**config.mk**
```make
export PLATFORM = sky130hd
export DESIGN_NAME = ir_wall_follow_pid_controller
export DESIGN_NICKNAME = d
export VERILOG_FILES = /design/src/irwf_pkg.sv /design/src/ir_wall_follow_pid_controller.sv
export VERILOG_INCLUDE_DIRS = /design/src /design/src/src
export SDC_FILE = /design/constraint.sdc
export NUM_CORES = 2
export LEC_CHECK = 0
export BUFFER_PORTS_ARGS = -buffer_cell sky130_fd_sc_hd__buf_4
export CORE_UTILIZATION = 48
export CTS_CLUSTER_SIZE = 20
export DETAILED_ROUTE_END_ITERATION = 7
export PLACE_DENSITY = 0.7
export SKIP_CTS_REPAIR_TIMING = 1
export SLEW_MARGIN = 10
export SYNTH_ARGS = -nofsm -noshare
export SYNTH_HDL_FRONTEND = slang
export SYNTH_SLANG_ARGS = --single-unit
export TNS_END_PERCENT = 10
```
**constraint.sdc**
```tcl
create_clock -name i_clk -period 8 [get_ports i_clk]
set_clock_uncertainty 0.1 [all_clocks]
set_input_delay 0.4 -clock i_clk [delete_from_list [all_inputs] [get_ports i_clk]]
set_output_delay 0.4 -clock i_clk [all_outputs]
set_load 0.1 [all_outputs]
```
**src/ir_wall_follow_pid_controller_assert.svh**
```systemverilog
// Assertion macros for the IR wall-follow PID controller.
`ifndef IR_WALL_FOLLOW_PID_CONTROLLER_ASSERT_SVH
`define IR_WALL_FOLLOW_PID_CONTROLLER_ASSERT_SVH

`ifndef SYNTHESIS

// Same-cycle implication, disabled while reset is asserted
`define IRWF_ASSERT_IMPL(lbl, clk, rst_n, ante, cons, msg) \
    lbl: assert property (@(posedge clk) disable iff (!rst_n) (ante) |-> (cons)) \
        else $error(msg);

// Next-cycle implication, disabled while reset is asserted
`define IRWF_ASSERT_NEXT(lbl, clk, rst_n, ante, cons, msg) \
    lbl: assert property (@(posedge clk) disable iff (!rst_n) (ante) |=> (cons)) \
        else $error(msg);

`else

`define IRWF_ASSERT_IMPL(lbl, clk, rst_n, ante, cons, msg)
`define IRWF_ASSERT_NEXT(lbl, clk, rst_n, ante, cons, msg)

`endif

`endif

```
**src/irwf_pkg.sv**
```systemverilog
// Package: types, constants and codes of the IR wall-follow PID controller.
package irwf_pkg;

    // Sensor sampling and distance conversion
    localparam int SAMPLE_COUNT = 5;
    localparam int DEN_SUM_MUL  = 500;
    localparam int DEN_OFFSET   = 10230 * SAMPLE_COUNT;
    localparam int DEN_LOW      = 5115 * SAMPLE_COUNT;
    localparam int DEN_HIGH     = 317130 * SAMPLE_COUNT;
    localparam int DIST_NUM2    = 2 * 234 * 1023 * SAMPLE_COUNT * 256;

    localparam int SUM_W   = 13;
    localparam int SCALE_W = 22;
    localparam int DEN_W   = 21;
    localparam int REM_W   = DEN_W + 1;
    localparam int NUM_W   = 30;
    localparam int QUOT_W  = 16;
    localparam int DIST_W  = 12;

    localparam int DIST_MIN = 512;
    localparam int DIST_MAX = 3840;

    // PID
    localparam int ERR_W          = 13;
    localparam int INTEG_W        = 16;
    localparam int DERIV_W        = 14;
    localparam int GAIN_W         = 16;
    localparam int OPND_W         = 16;
    localparam int PROD_W         = GAIN_W + 1 + OPND_W;
    localparam int ACC_W          = PROD_W + 1;
    localparam int GAIN_SHIFT     = 20;
    localparam int INTEGRAL_LIMIT = 12800;
    localparam int DUTY_W         = 8;
    localparam int TURN_DUTY      = 150;
    localparam int DUTY_MAX       = 255;

    // Configuration port
    localparam int CFG_ADDR_W = 3;
    localparam int CFG_DATA_W = 16;

    typedef enum logic [CFG_ADDR_W-1:0] {
        CFG_TARGET   = 3'd0,
        CFG_GAIN_P   = 3'd1,
        CFG_GAIN_I   = 3'd2,
        CFG_GAIN_D   = 3'd3,
        CFG_CRUISE   = 3'd4,
        CFG_OBSTACLE = 3'd5
    } t_cfg_idx;

    typedef enum logic [2:0] {
        ST_IDLE,
        ST_PREP,
        ST_DIV,
        ST_CLAMP,
        ST_DECIDE,
        ST_MUL,
        ST_FINISH
    } t_state;

    typedef struct packed {
        logic [SUM_W-1:0] front_adc_sum;
        logic [SUM_W-1:0] side_adc_sum;
    } t_in;

    typedef struct packed {
        logic              obstacle_turn;
        logic [DUTY_W-1:0] left_duty;
        logic [DUTY_W-1:0] right_duty;
        logic [DIST_W-1:0] front_distance;
        logic [DIST_W-1:0] side_distance;
    } t_out;

endpackage

```
**src/ir_wall_follow_pid_controller.sv**
```systemverilog
// IR wall-follow PID controller: iterative divider and shared multiplier under a sequencer.
// Each sensor distance goes through setup, 16 restoring-divide steps and a clamp.
// The PID shares one multiplier across its P, I and D products, used in turn.
// Input is accepted only in idle; a finished result waits in the output register.
// Synchronous active-low reset restores register defaults and clears PID state.
`include "ir_wall_follow_pid_controller_assert.svh"

module ir_wall_follow_pid_controller
    import irwf_pkg::*;
(
    input  logic                  i_clk,
    input  logic                  i_rst_n,
    input  logic                  i_cfg_we,
    input  logic [CFG_ADDR_W-1:0] i_cfg_addr,
    input  logic [CFG_DATA_W-1:0] i_cfg_wdata,
    input  logic                  i_in_valid,
    output logic                  o_in_ready,
    input  t_in                   i_in_data,
    output logic                  o_out_valid,
    input  logic                  i_out_ready,
    output t_out                  o_out_data
);

    // Configuration registers
    logic [DIST_W-1:0] r_target;
    logic [GAIN_W-1:0] r_gain_p;
    logic [GAIN_W-1:0] r_gain_i;
    logic [GAIN_W-1:0] r_gain_d;
    logic [DUTY_W-1:0] r_cruise;
    logic [DIST_W-1:0] r_obstacle;

    // Sequencer and datapath
    t_state r_state, n_state;
    logic [SUM_W-1:0]  r_front_sum, r_side_sum;
    logic              r_sel;
    logic [DEN_W-1:0]  r_den;
    logic [REM_W-1:0]  r_rem;
    logic [QUOT_W-1:0] r_num;
    logic [3:0]        r_cnt;
    logic [DIST_W-1:0] r_front, r_side;
    logic              r_turn;
    logic signed [INTEG_W-1:0] r_integ;
    logic signed [ERR_W-1:0]   r_prev;
    logic signed [ERR_W-1:0]   r_err;
    logic signed [DERIV_W-1:0] r_deriv;
    logic [1:0]                r_step;
    logic signed [PROD_W-1:0]  r_prod;
    logic signed [ACC_W-1:0]   r_acc;
    logic                      r_out_valid;
    t_out                      r_out;

    // Control strobes
    logic w_accept;
    logic w_load_out;
    logic w_out_free;

    // Config writes
    always_ff @(posedge i_clk) begin
        if (!i_rst_n) begin
            r_target   <= DIST_W'(2048);
            r_gain_p   <= GAIN_W'(10240);
            r_gain_i   <= GAIN_W'(41);
            r_gain_d   <= GAIN_W'(4915);
            r_cruise   <= DUTY_W'(120);
            r_obstacle <= DIST_W'(2048);
        end else if (i_cfg_we) begin
            unique case (i_cfg_addr)
                CFG_TARGET:   r_target   <= i_cfg_wdata[DIST_W-1:0];
                CFG_GAIN_P:   r_gain_p   <= i_cfg_wdata;
                CFG_GAIN_I:   r_gain_i   <= i_cfg_wdata;
                CFG_GAIN_D:   r_gain_d   <= i_cfg_wdata;
                CFG_CRUISE:   r_cruise   <= i_cfg_wdata[DUTY_W-1:0];
                CFG_OBSTACLE: r_obstacle <= i_cfg_wdata[DIST_W-1:0];
                default: ;
            endcase
        end
    end

    // Denominator: 500*sum - offset, clamped to the voltage window
    logic [SUM_W-1:0]          w_sum;
    logic [SCALE_W-1:0]        w_scaled;
    logic signed [SCALE_W:0]   w_diff;
    logic [DEN_W-1:0]          w_den;
    logic [NUM_W-1:0]          w_numer;

    always_comb begin
        w_sum    = r_sel ? r_side_sum : r_front_sum;
        w_scaled = SCALE_W'(w_sum) * SCALE_W'(DEN_SUM_MUL);
        w_diff   = $signed({1'b0, w_scaled}) - $signed((SCALE_W+1)'(DEN_OFFSET));
        priority if (w_diff < $signed((SCALE_W+1)'(DEN_LOW))) begin
            w_den = DEN_W'(DEN_LOW);
        end else if (w_diff > $signed((SCALE_W+1)'(DEN_HIGH))) begin
            w_den = DEN_W'(DEN_HIGH);
        end else begin
            w_den = w_diff[DEN_W-1:0];
        end
        w_numer = NUM_W'(DIST_NUM2) + NUM_W'(w_den);
    end

    // One restoring divide step: quotient bits shift into r_num
    logic [REM_W:0]   w_trial;
    logic [REM_W-1:0] w_div2;
    logic             w_ge;

    always_comb begin
        w_div2  = {r_den, 1'b0};
        w_trial = {r_rem, r_num[QUOT_W-1]};
        w_ge    = (w_trial >= {1'b0, w_div2});
    end

    // Quotient clamp to the 2..15 cm range
    logic [DIST_W-1:0] w_dist;

    always_comb begin
        priority if (r_num < QUOT_W'(DIST_MIN)) begin
            w_dist = DIST_W'(DIST_MIN);
        end else if (r_num > QUOT_W'(DIST_MAX)) begin
            w_dist = DIST_W'(DIST_MAX);
        end else begin
            w_dist = r_num[DIST_W-1:0];
        end
    end

    // Error, clamped integral and derivative
    logic signed [ERR_W-1:0]   w_err;
    logic signed [INTEG_W:0]   w_isum;
    logic signed [INTEG_W-1:0] w_integ;
    logic signed [DERIV_W-1:0] w_deriv;
    logic                      w_turn;

    always_comb begin
        w_turn = (r_front < r_obstacle);
        w_err  = $signed({1'b0, r_target}) - $signed({1'b0, r_side});
        w_isum = INTEG_W'(0) + (INTEG_W+1)'(r_integ) + (INTEG_W+1)'(w_err);
        priority if (w_isum < $signed((INTEG_W+1)'(-INTEGRAL_LIMIT))) begin
            w_integ = INTEG_W'(-INTEGRAL_LIMIT);
        end else if (w_isum > $signed((INTEG_W+1)'(INTEGRAL_LIMIT))) begin
            w_integ = INTEG_W'(INTEGRAL_LIMIT);
        end else begin
            w_integ = w_isum[INTEG_W-1:0];
        end
        w_deriv = DERIV_W'(w_err) - DERIV_W'(r_prev);
    end

    // Shared multiplier: gain times signed operand
    logic [GAIN_W-1:0]        w_gain;
    logic signed [OPND_W-1:0] w_opnd;
    logic signed [PROD_W-1:0] w_prod;

    always_comb begin
        unique case (r_step)
            2'd0: begin
                w_gain = r_gain_p;
                w_opnd = OPND_W'(r_err);
            end
            2'd1: begin
                w_gain = r_gain_i;
                w_opnd = OPND_W'(r_integ);
            end
            2'd2: begin
                w_gain = r_gain_d;
                w_opnd = OPND_W'(r_deriv);
            end
            default: begin
                w_gain = '0;
                w_opnd = '0;
            end
        endcase
        w_prod = $signed({1'b0, w_gain}) * w_opnd;
    end

    // Truncate toward zero, then steer around the cruise duty
    logic [ACC_W-1:0]          w_mag;
    logic [ACC_W-GAIN_SHIFT-1:0] w_u_mag;
    logic signed [ACC_W-GAIN_SHIFT+1:0] w_u;
    logic signed [ACC_W-GAIN_SHIFT+1:0] w_left, w_right;
    logic [DUTY_W-1:0]         w_left_duty, w_right_duty;

    always_comb begin
        w_mag   = r_acc[ACC_W-1] ? ACC_W'(-r_acc) : ACC_W'(r_acc);
        w_u_mag = w_mag[ACC_W-1:GAIN_SHIFT];
        w_u     = r_acc[ACC_W-1] ? -$signed({2'b00, w_u_mag}) : $signed({2'b00, w_u_mag});
        w_left  = $signed({{(ACC_W-GAIN_SHIFT+2-DUTY_W){1'b0}}, r_cruise}) + w_u;
        w_right = $signed({{(ACC_W-GAIN_SHIFT+2-DUTY_W){1'b0}}, r_cruise}) - w_u;
        priority if (w_left < 0) begin
            w_left_duty = '0;
        end else if (w_left > $signed((ACC_W-GAIN_SHIFT+2)'(DUTY_MAX))) begin
            w_left_duty = DUTY_W'(DUTY_MAX);
        end else begin
            w_left_duty = w_left[DUTY_W-1:0];
        end
        priority if (w_right < 0) begin
            w_right_duty = '0;
        end else if (w_right > $signed((ACC_W-GAIN_SHIFT+2)'(DUTY_MAX))) begin
            w_right_duty = DUTY_W'(DUTY_MAX);
        end else begin
            w_right_duty = w_right[DUTY_W-1:0];
        end
    end

    // Next state
    always_comb begin
        n_state = r_state;
        unique case (r_state)
            ST_IDLE:   if (i_in_valid) n_state = ST_PREP;
            ST_PREP:   n_state = ST_DIV;
            ST_DIV:    if (r_cnt == 4'd15) n_state = ST_CLAMP;
            ST_CLAMP:  n_state = r_sel ? ST_DECIDE : ST_PREP;
            ST_DECIDE: n_state = w_turn ? ST_FINISH : ST_MUL;
            ST_MUL:    if (r_step == 2'd3) n_state = ST_FINISH;
            ST_FINISH: if (w_out_free) n_state = ST_IDLE;
            default:   n_state = ST_IDLE;
        endcase
    end

    // Control outputs
    always_comb begin
        w_out_free = !r_out_valid || i_out_ready;
        o_in_ready = (r_state == ST_IDLE);
        w_accept   = o_in_ready && i_in_valid;
        w_load_out = (r_state == ST_FINISH) && w_out_free;
    end

    always_ff @(posedge i_clk) begin
        if (!i_rst_n) begin
            r_state <= ST_IDLE;
        end else begin
            r_state <= n_state;
        end
    end

    // Datapath registers
    always_ff @(posedge i_clk) begin
        if (!i_rst_n) begin
            r_integ <= '0;
            r_prev  <= '0;
        end else begin
            unique case (r_state)
                ST_IDLE: begin
                    if (w_accept) begin
                        r_front_sum <= i_in_data.front_adc_sum;
                        r_side_sum  <= i_in_data.side_adc_sum;
                        r_sel       <= 1'b0;
                    end
                end
                ST_PREP: begin
                    r_den <= w_den;
                    r_rem <= REM_W'(w_numer[NUM_W-1:QUOT_W]);
                    r_num <= w_numer[QUOT_W-1:0];
                    r_cnt <= '0;
                end
                ST_DIV: begin
                    r_rem <= w_ge ? REM_W'(w_trial - {1'b0, w_div2}) : w_trial[REM_W-1:0];
                    r_num <= {r_num[QUOT_W-2:0], w_ge};
                    r_cnt <= r_cnt + 4'd1;
                end
                ST_CLAMP: begin
                    if (r_sel) begin
                        r_side <= w_dist;
                    end else begin
                        r_front <= w_dist;
                    end
                    r_sel <= 1'b1;
                end
                ST_DECIDE: begin
                    r_turn <= w_turn;
                    r_step <= '0;
                    r_prod <= '0;
                    r_acc  <= '0;
                    if (w_turn) begin
                        r_integ <= '0;
                        r_prev  <= '0;
                    end else begin
                        r_err   <= w_err;
                        r_deriv <= w_deriv;
                        r_integ <= w_integ;
                        r_prev  <= w_err;
                    end
                end
                ST_MUL: begin
                    r_prod <= w_prod;
                    r_acc  <= r_acc + ACC_W'(r_prod);
                    r_step <= r_step + 2'd1;
                end
                ST_FINISH: ;
                default: ;
            endcase
        end
    end

    // Output register
    always_ff @(posedge i_clk) begin
        if (!i_rst_n) begin
            r_out_valid <= 1'b0;
        end else if (w_load_out) begin
            r_out_valid <= 1'b1;
        end else if (i_out_ready) begin
            r_out_valid <= 1'b0;
        end
    end

    always_ff @(posedge i_clk) begin
        if (w_load_out) begin
            r_out.obstacle_turn  <= r_turn;
            r_out.left_duty      <= r_turn ? DUTY_W'(TURN_DUTY) : w_left_duty;
            r_out.right_duty     <= r_turn ? DUTY_W'(TURN_DUTY) : w_right_duty;
            r_out.front_distance <= r_front;
            r_out.side_distance  <= r_side;
        end
    end

    assign o_out_valid = r_out_valid;
    assign o_out_data  = r_out;

    // Assertions
    `IRWF_ASSERT_NEXT(a_accept_starts, i_clk, i_rst_n, w_accept, r_state == ST_PREP,
                      "accept did not start conversion")
    `IRWF_ASSERT_IMPL(a_div_rem, i_clk, i_rst_n, r_state == ST_DIV, r_rem < w_div2,
                      "divider remainder out of range")
    `IRWF_ASSERT_IMPL(a_integ_bound, i_clk, i_rst_n, 1'b1,
                      (r_integ <= $signed(INTEG_W'(INTEGRAL_LIMIT))) &&
                      (r_integ >= $signed(INTEG_W'(-INTEGRAL_LIMIT))),
                      "integral out of bounds")
    `IRWF_ASSERT_IMPL(a_turn_duty, i_clk, i_rst_n,
                      o_out_valid && o_out_data.obstacle_turn,
                      (o_out_data.left_duty == DUTY_W'(TURN_DUTY)) &&
                      (o_out_data.right_duty == DUTY_W'(TURN_DUTY)),
                      "turn duty mismatch")

endmodule
```
==> results.md <==
* DRT antenna net count at 0
* Root Driver: clkbuf_16
* Tmin final at ~7.8 ns
* Commonest non-fill, non-tap cell in the layout: nand2_1
* FF+latch area at around 9800 um^2
* GRT Total Usage at 0.245
* Final HPWL DP at ~63 mm
* GP Congestion at 0.975
* Critical path class: reg -> reg
* I/O Buffers at 92
* Layout cells sized above 1 at 0.0977
* Critical Path End: r_prod[25]$_SDFFCE_PP0P_
* Fin cells at 4428
* Initial antenna violation count at 3
* Routed WL per cell at between 15 and 20 um
* First-pass GRT wire length at 129 mm
* Post-route core utilization at 0.552
* Cell Count Post-Placement at 4315
* Max-slew violation count at 0
* Setup crit start kind: register
* Pre-antenna DRT Iters at 6
* Status: complete, no violations
* Syn_area_per_cell at 9.32 um^2
* Iteration-0 DRC Markers at between 1500 and 2000
* Max IR drop VDD at 0.967 mV
* Final wirelength at 80.7 mm
* Final nets at 4127
* CTS sink cnt at 364
* Final hold viol count at 0
* R2R cell count at 28
* Synth warn at 0
* DR DRC count at 0
* FMAX at 128 MHz
* Standard-cell rows at 93
* Worst path required time at 8.19 ns
* Setup TNS at 0 ns
* P per Cell Area at approximately 450 nW/um^2
* TritonCTS clock tree: built
* Critical Path Start: r_step[0]$_SDFFCE_PP0P_
* CTS Buf Count at 42
* WHS at 0.000955 ns
* Clk_lat worst skew at 0.59 ns
* Worst-path cell with the longest stage delay: a222oi_1
* Final std cell area, no fill at around 36000 um^2
* Synth Flop Type: edfxtp_1
* Avg Vias per Cell at 5.49
* Worst hold path type: in -> reg
* Max Cap Violations at 0
* Place WS at 0.103 ns
* Syn nets at 3944
* Die Y at 257 um
* Largest stage delay on the critical path at 0.64 ns
* Gr ovfl total at 0
* Leak pwr at ~16 nW
* CTS max path bufs at 3
* Die width at 257 um
* Unrepaired setup endpoints after global routing: true
* Area post-placement at 33600 um^2
* CP max FO at 34
* Final worst slack at between 0.2 and 0.25 ns
* IO Count at 93
* Sequential-to-total area share from yosys stat at 0.313
* Via Count at 24300
* FF-to-FF setup slack at 0.21 ns
* Largest net degree at the start of global routing at 89
* Total power at 16.0 mW
* FILL cells at 5730
* ANT cells at 0
* Synth Cell Area at 31300 um^2
* Area Growth Syn to Fin at 13.9%
* CTS HTree Levels at 2
* Slew @ Worst Pin at 1.25 ns
* Most frequent cells in the layout: nand2_1, inv_1, ha_1
* Starting Density at 0.485
* Crit Reg-Reg Endpoint: r_prod[25]$_SDFFCE_PP0P_
* Slew Limit Headroom at 0.166
* Clk slew on worst S/H paths at roughly 0.060 ns
* Core Footprint at 64500 um^2
* Number of global-route vias before repair at 24000
* Area of the multi-input gates at 19600 um^2
* CP Capture Type: register
* Tcrit/Tclk final at 0.973
* Critical path arrival at 7.97 ns
* Die ar. at ~66000 um^2
* #FFs+latches synth at 364
* CP dominant cell by count: fa_1
* Worst r2r src: r_step[0]$_SDFFCE_PP0P_
* Synth Instances at roughly 3400
* Number of flops mapped to enable cells by yosys at 251
* Async set-reset flop share out of synthesis at 0
* # setup viols final at 0
* Count of cell types in the netlist at between 70 and 80
==> cells in the mapped netlist (all sizes together), types with 5 or more instances <==
| cell type | count | share of area |
|---|---|---|
| nor3 | 49 | 0.0078 |
| nand3 | 61 | 0.0099 |
| a31oi | 26 | 0.0052 |
| xnor2 | 108 | 0.030 |
| a21oi | 147 | 0.024 |
| and2 | 43 | 0.0086 |
| ha | 296 | 0.12 |
| a22oi | 18 | 0.0043 |
| clkbuf | 99 | 0.012 |
| a222oi | 14 | 0.0045 |
| mux2i | 23 | 0.0074 |
| o211ai | 24 | 0.0058 |
| dfxtp | 113 | 0.072 |
| a21o | 57 | 0.014 |
| o31a | 7 | 0.0020 |
| a211o | 7 | 0.0020 |
| o21bai | 23 | 0.0055 |
| or3 | 29 | 0.0058 |
| mux2 | 5 | 0.0018 |
| nor2 | 280 | 0.034 |
| o31ai | 16 | 0.0042 |
| a21boi | 83 | 0.020 |
| or2 | 21 | 0.0042 |
| o21a | 24 | 0.0058 |
| edfxtp | 251 | 0.24 |
| inv | 433 | 0.052 |
| o21ai | 94 | 0.015 |
| fa | 242 | 0.15 |
| nand2b | 40 | 0.0080 |
| nand2 | 464 | 0.056 |
| or4 | 7 | 0.0018 |
| o41ai | 5 | 0.0014 |
| nand4 | 21 | 0.0042 |
| a22o | 14 | 0.0039 |
| buf | 8 | 0.0013 |
| xor2 | 44 | 0.012 |
| nor2b | 26 | 0.0052 |
| nor4 | 19 | 0.0044 |
| and3 | 21 | 0.0042 |
| a211oi | 12 | 0.0033 |
| o221ai | 5 | 0.0014 |
| nor3b | 14 | 0.0034 |
==> cell families (layout without fill, tap and decap cells) <==
logic type | Yosys count | count (layout) | synth area share
fa+ha+maj | 538 | 538 | 0.273
buf+inv | 540 | 757 | 0.0651
xor+xnor | 152 | 152 | 0.0426
mux | 28 | 28 | 0.00916
simple gates | 1111 | 1111 | 0.161
flops | 364 | 364 | 0.313
compound gates | 623 | 623 | 0.135
==> registers in the layout, indices dropped and copies added (netlist names), 14 cells and up <==
| signal | flops |
|---|---|
| r_gain_p | 16 |
| r_deriv | 14 |
| r_den | 20 |
| r_integ | 16 |
| r_gain_i | 16 |
| r_acc | 34 |
| r_rem | 22 |
| o_out_data | 41 |
| r_gain_d | 16 |
| r_prod | 33 |
| r_num | 16 |
==> routing by layer <==
layer / wire length, um / vias to the layer above / GRT usage
met4: 2360 / 2 / 0.0703
met5: 11 / - / 0
met3: 4810 / 117 / 0.0270
li1: - / 11800 / -
met2: 38200 / 726 / 0.413
met1: 35400 / 11600 / 0.332
==> worst min path at each step <==
stage / from / end / slack (ns) / depth (start not counted)
CTS: i_in_data[12] / r_side_sum[12]$_DFFE_PP_ / -0.15 / 1
detailed placement: r_side[10]$_DFFE_PP_ / o_out_data[10]$_DFFE_PP_ / 0.33 / 0
floorplan: r_front[0]$_DFFE_PP_ / o_out_data[12]$_DFFE_PP_ / 0.32 / 0
finish: i_cfg_wdata[15] / r_gain_d[15]$_SDFFE_PN0P_ / 0.001 / 3
global placement: r_side[10]$_DFFE_PP_ / o_out_data[10]$_DFFE_PP_ / 0.33 / 0
global route: i_cfg_wdata[15] / r_gain_d[15]$_SDFFE_PN0P_ / 0.004 / 3
==> layout make-up <==
class,count,share of cell area
clock buffers,58,0.0357
clock inverters,20,0.00843
inverters,433,0.0456
multi-input cells,2452,0.549
flip-flops and latches,364,0.275
well taps,855,0.0300
repair buffers,246,0.0556
==> worst max-delay path: cells and delay by family, from the launching register on <==
family	cells	cell delay, ns
buffers and inverters	6	0.57
xor gates and xnor gates	1	0.16
adders and majority gates	8	3.57
AOI/OAI and AO/OA	9	2.10
and+or+nand+nor	4	0.57
DFF	1	0.43
==> where the power goes <==
part	switching, mW	total [mW]	internal [mW]
sequential	0.104	2.78	2.68
combinational	6.21	11.0	4.82
clock	0.836	2.13	1.29
total	7.15	16.0	8.80
Power figures use the tool's default switching activity.
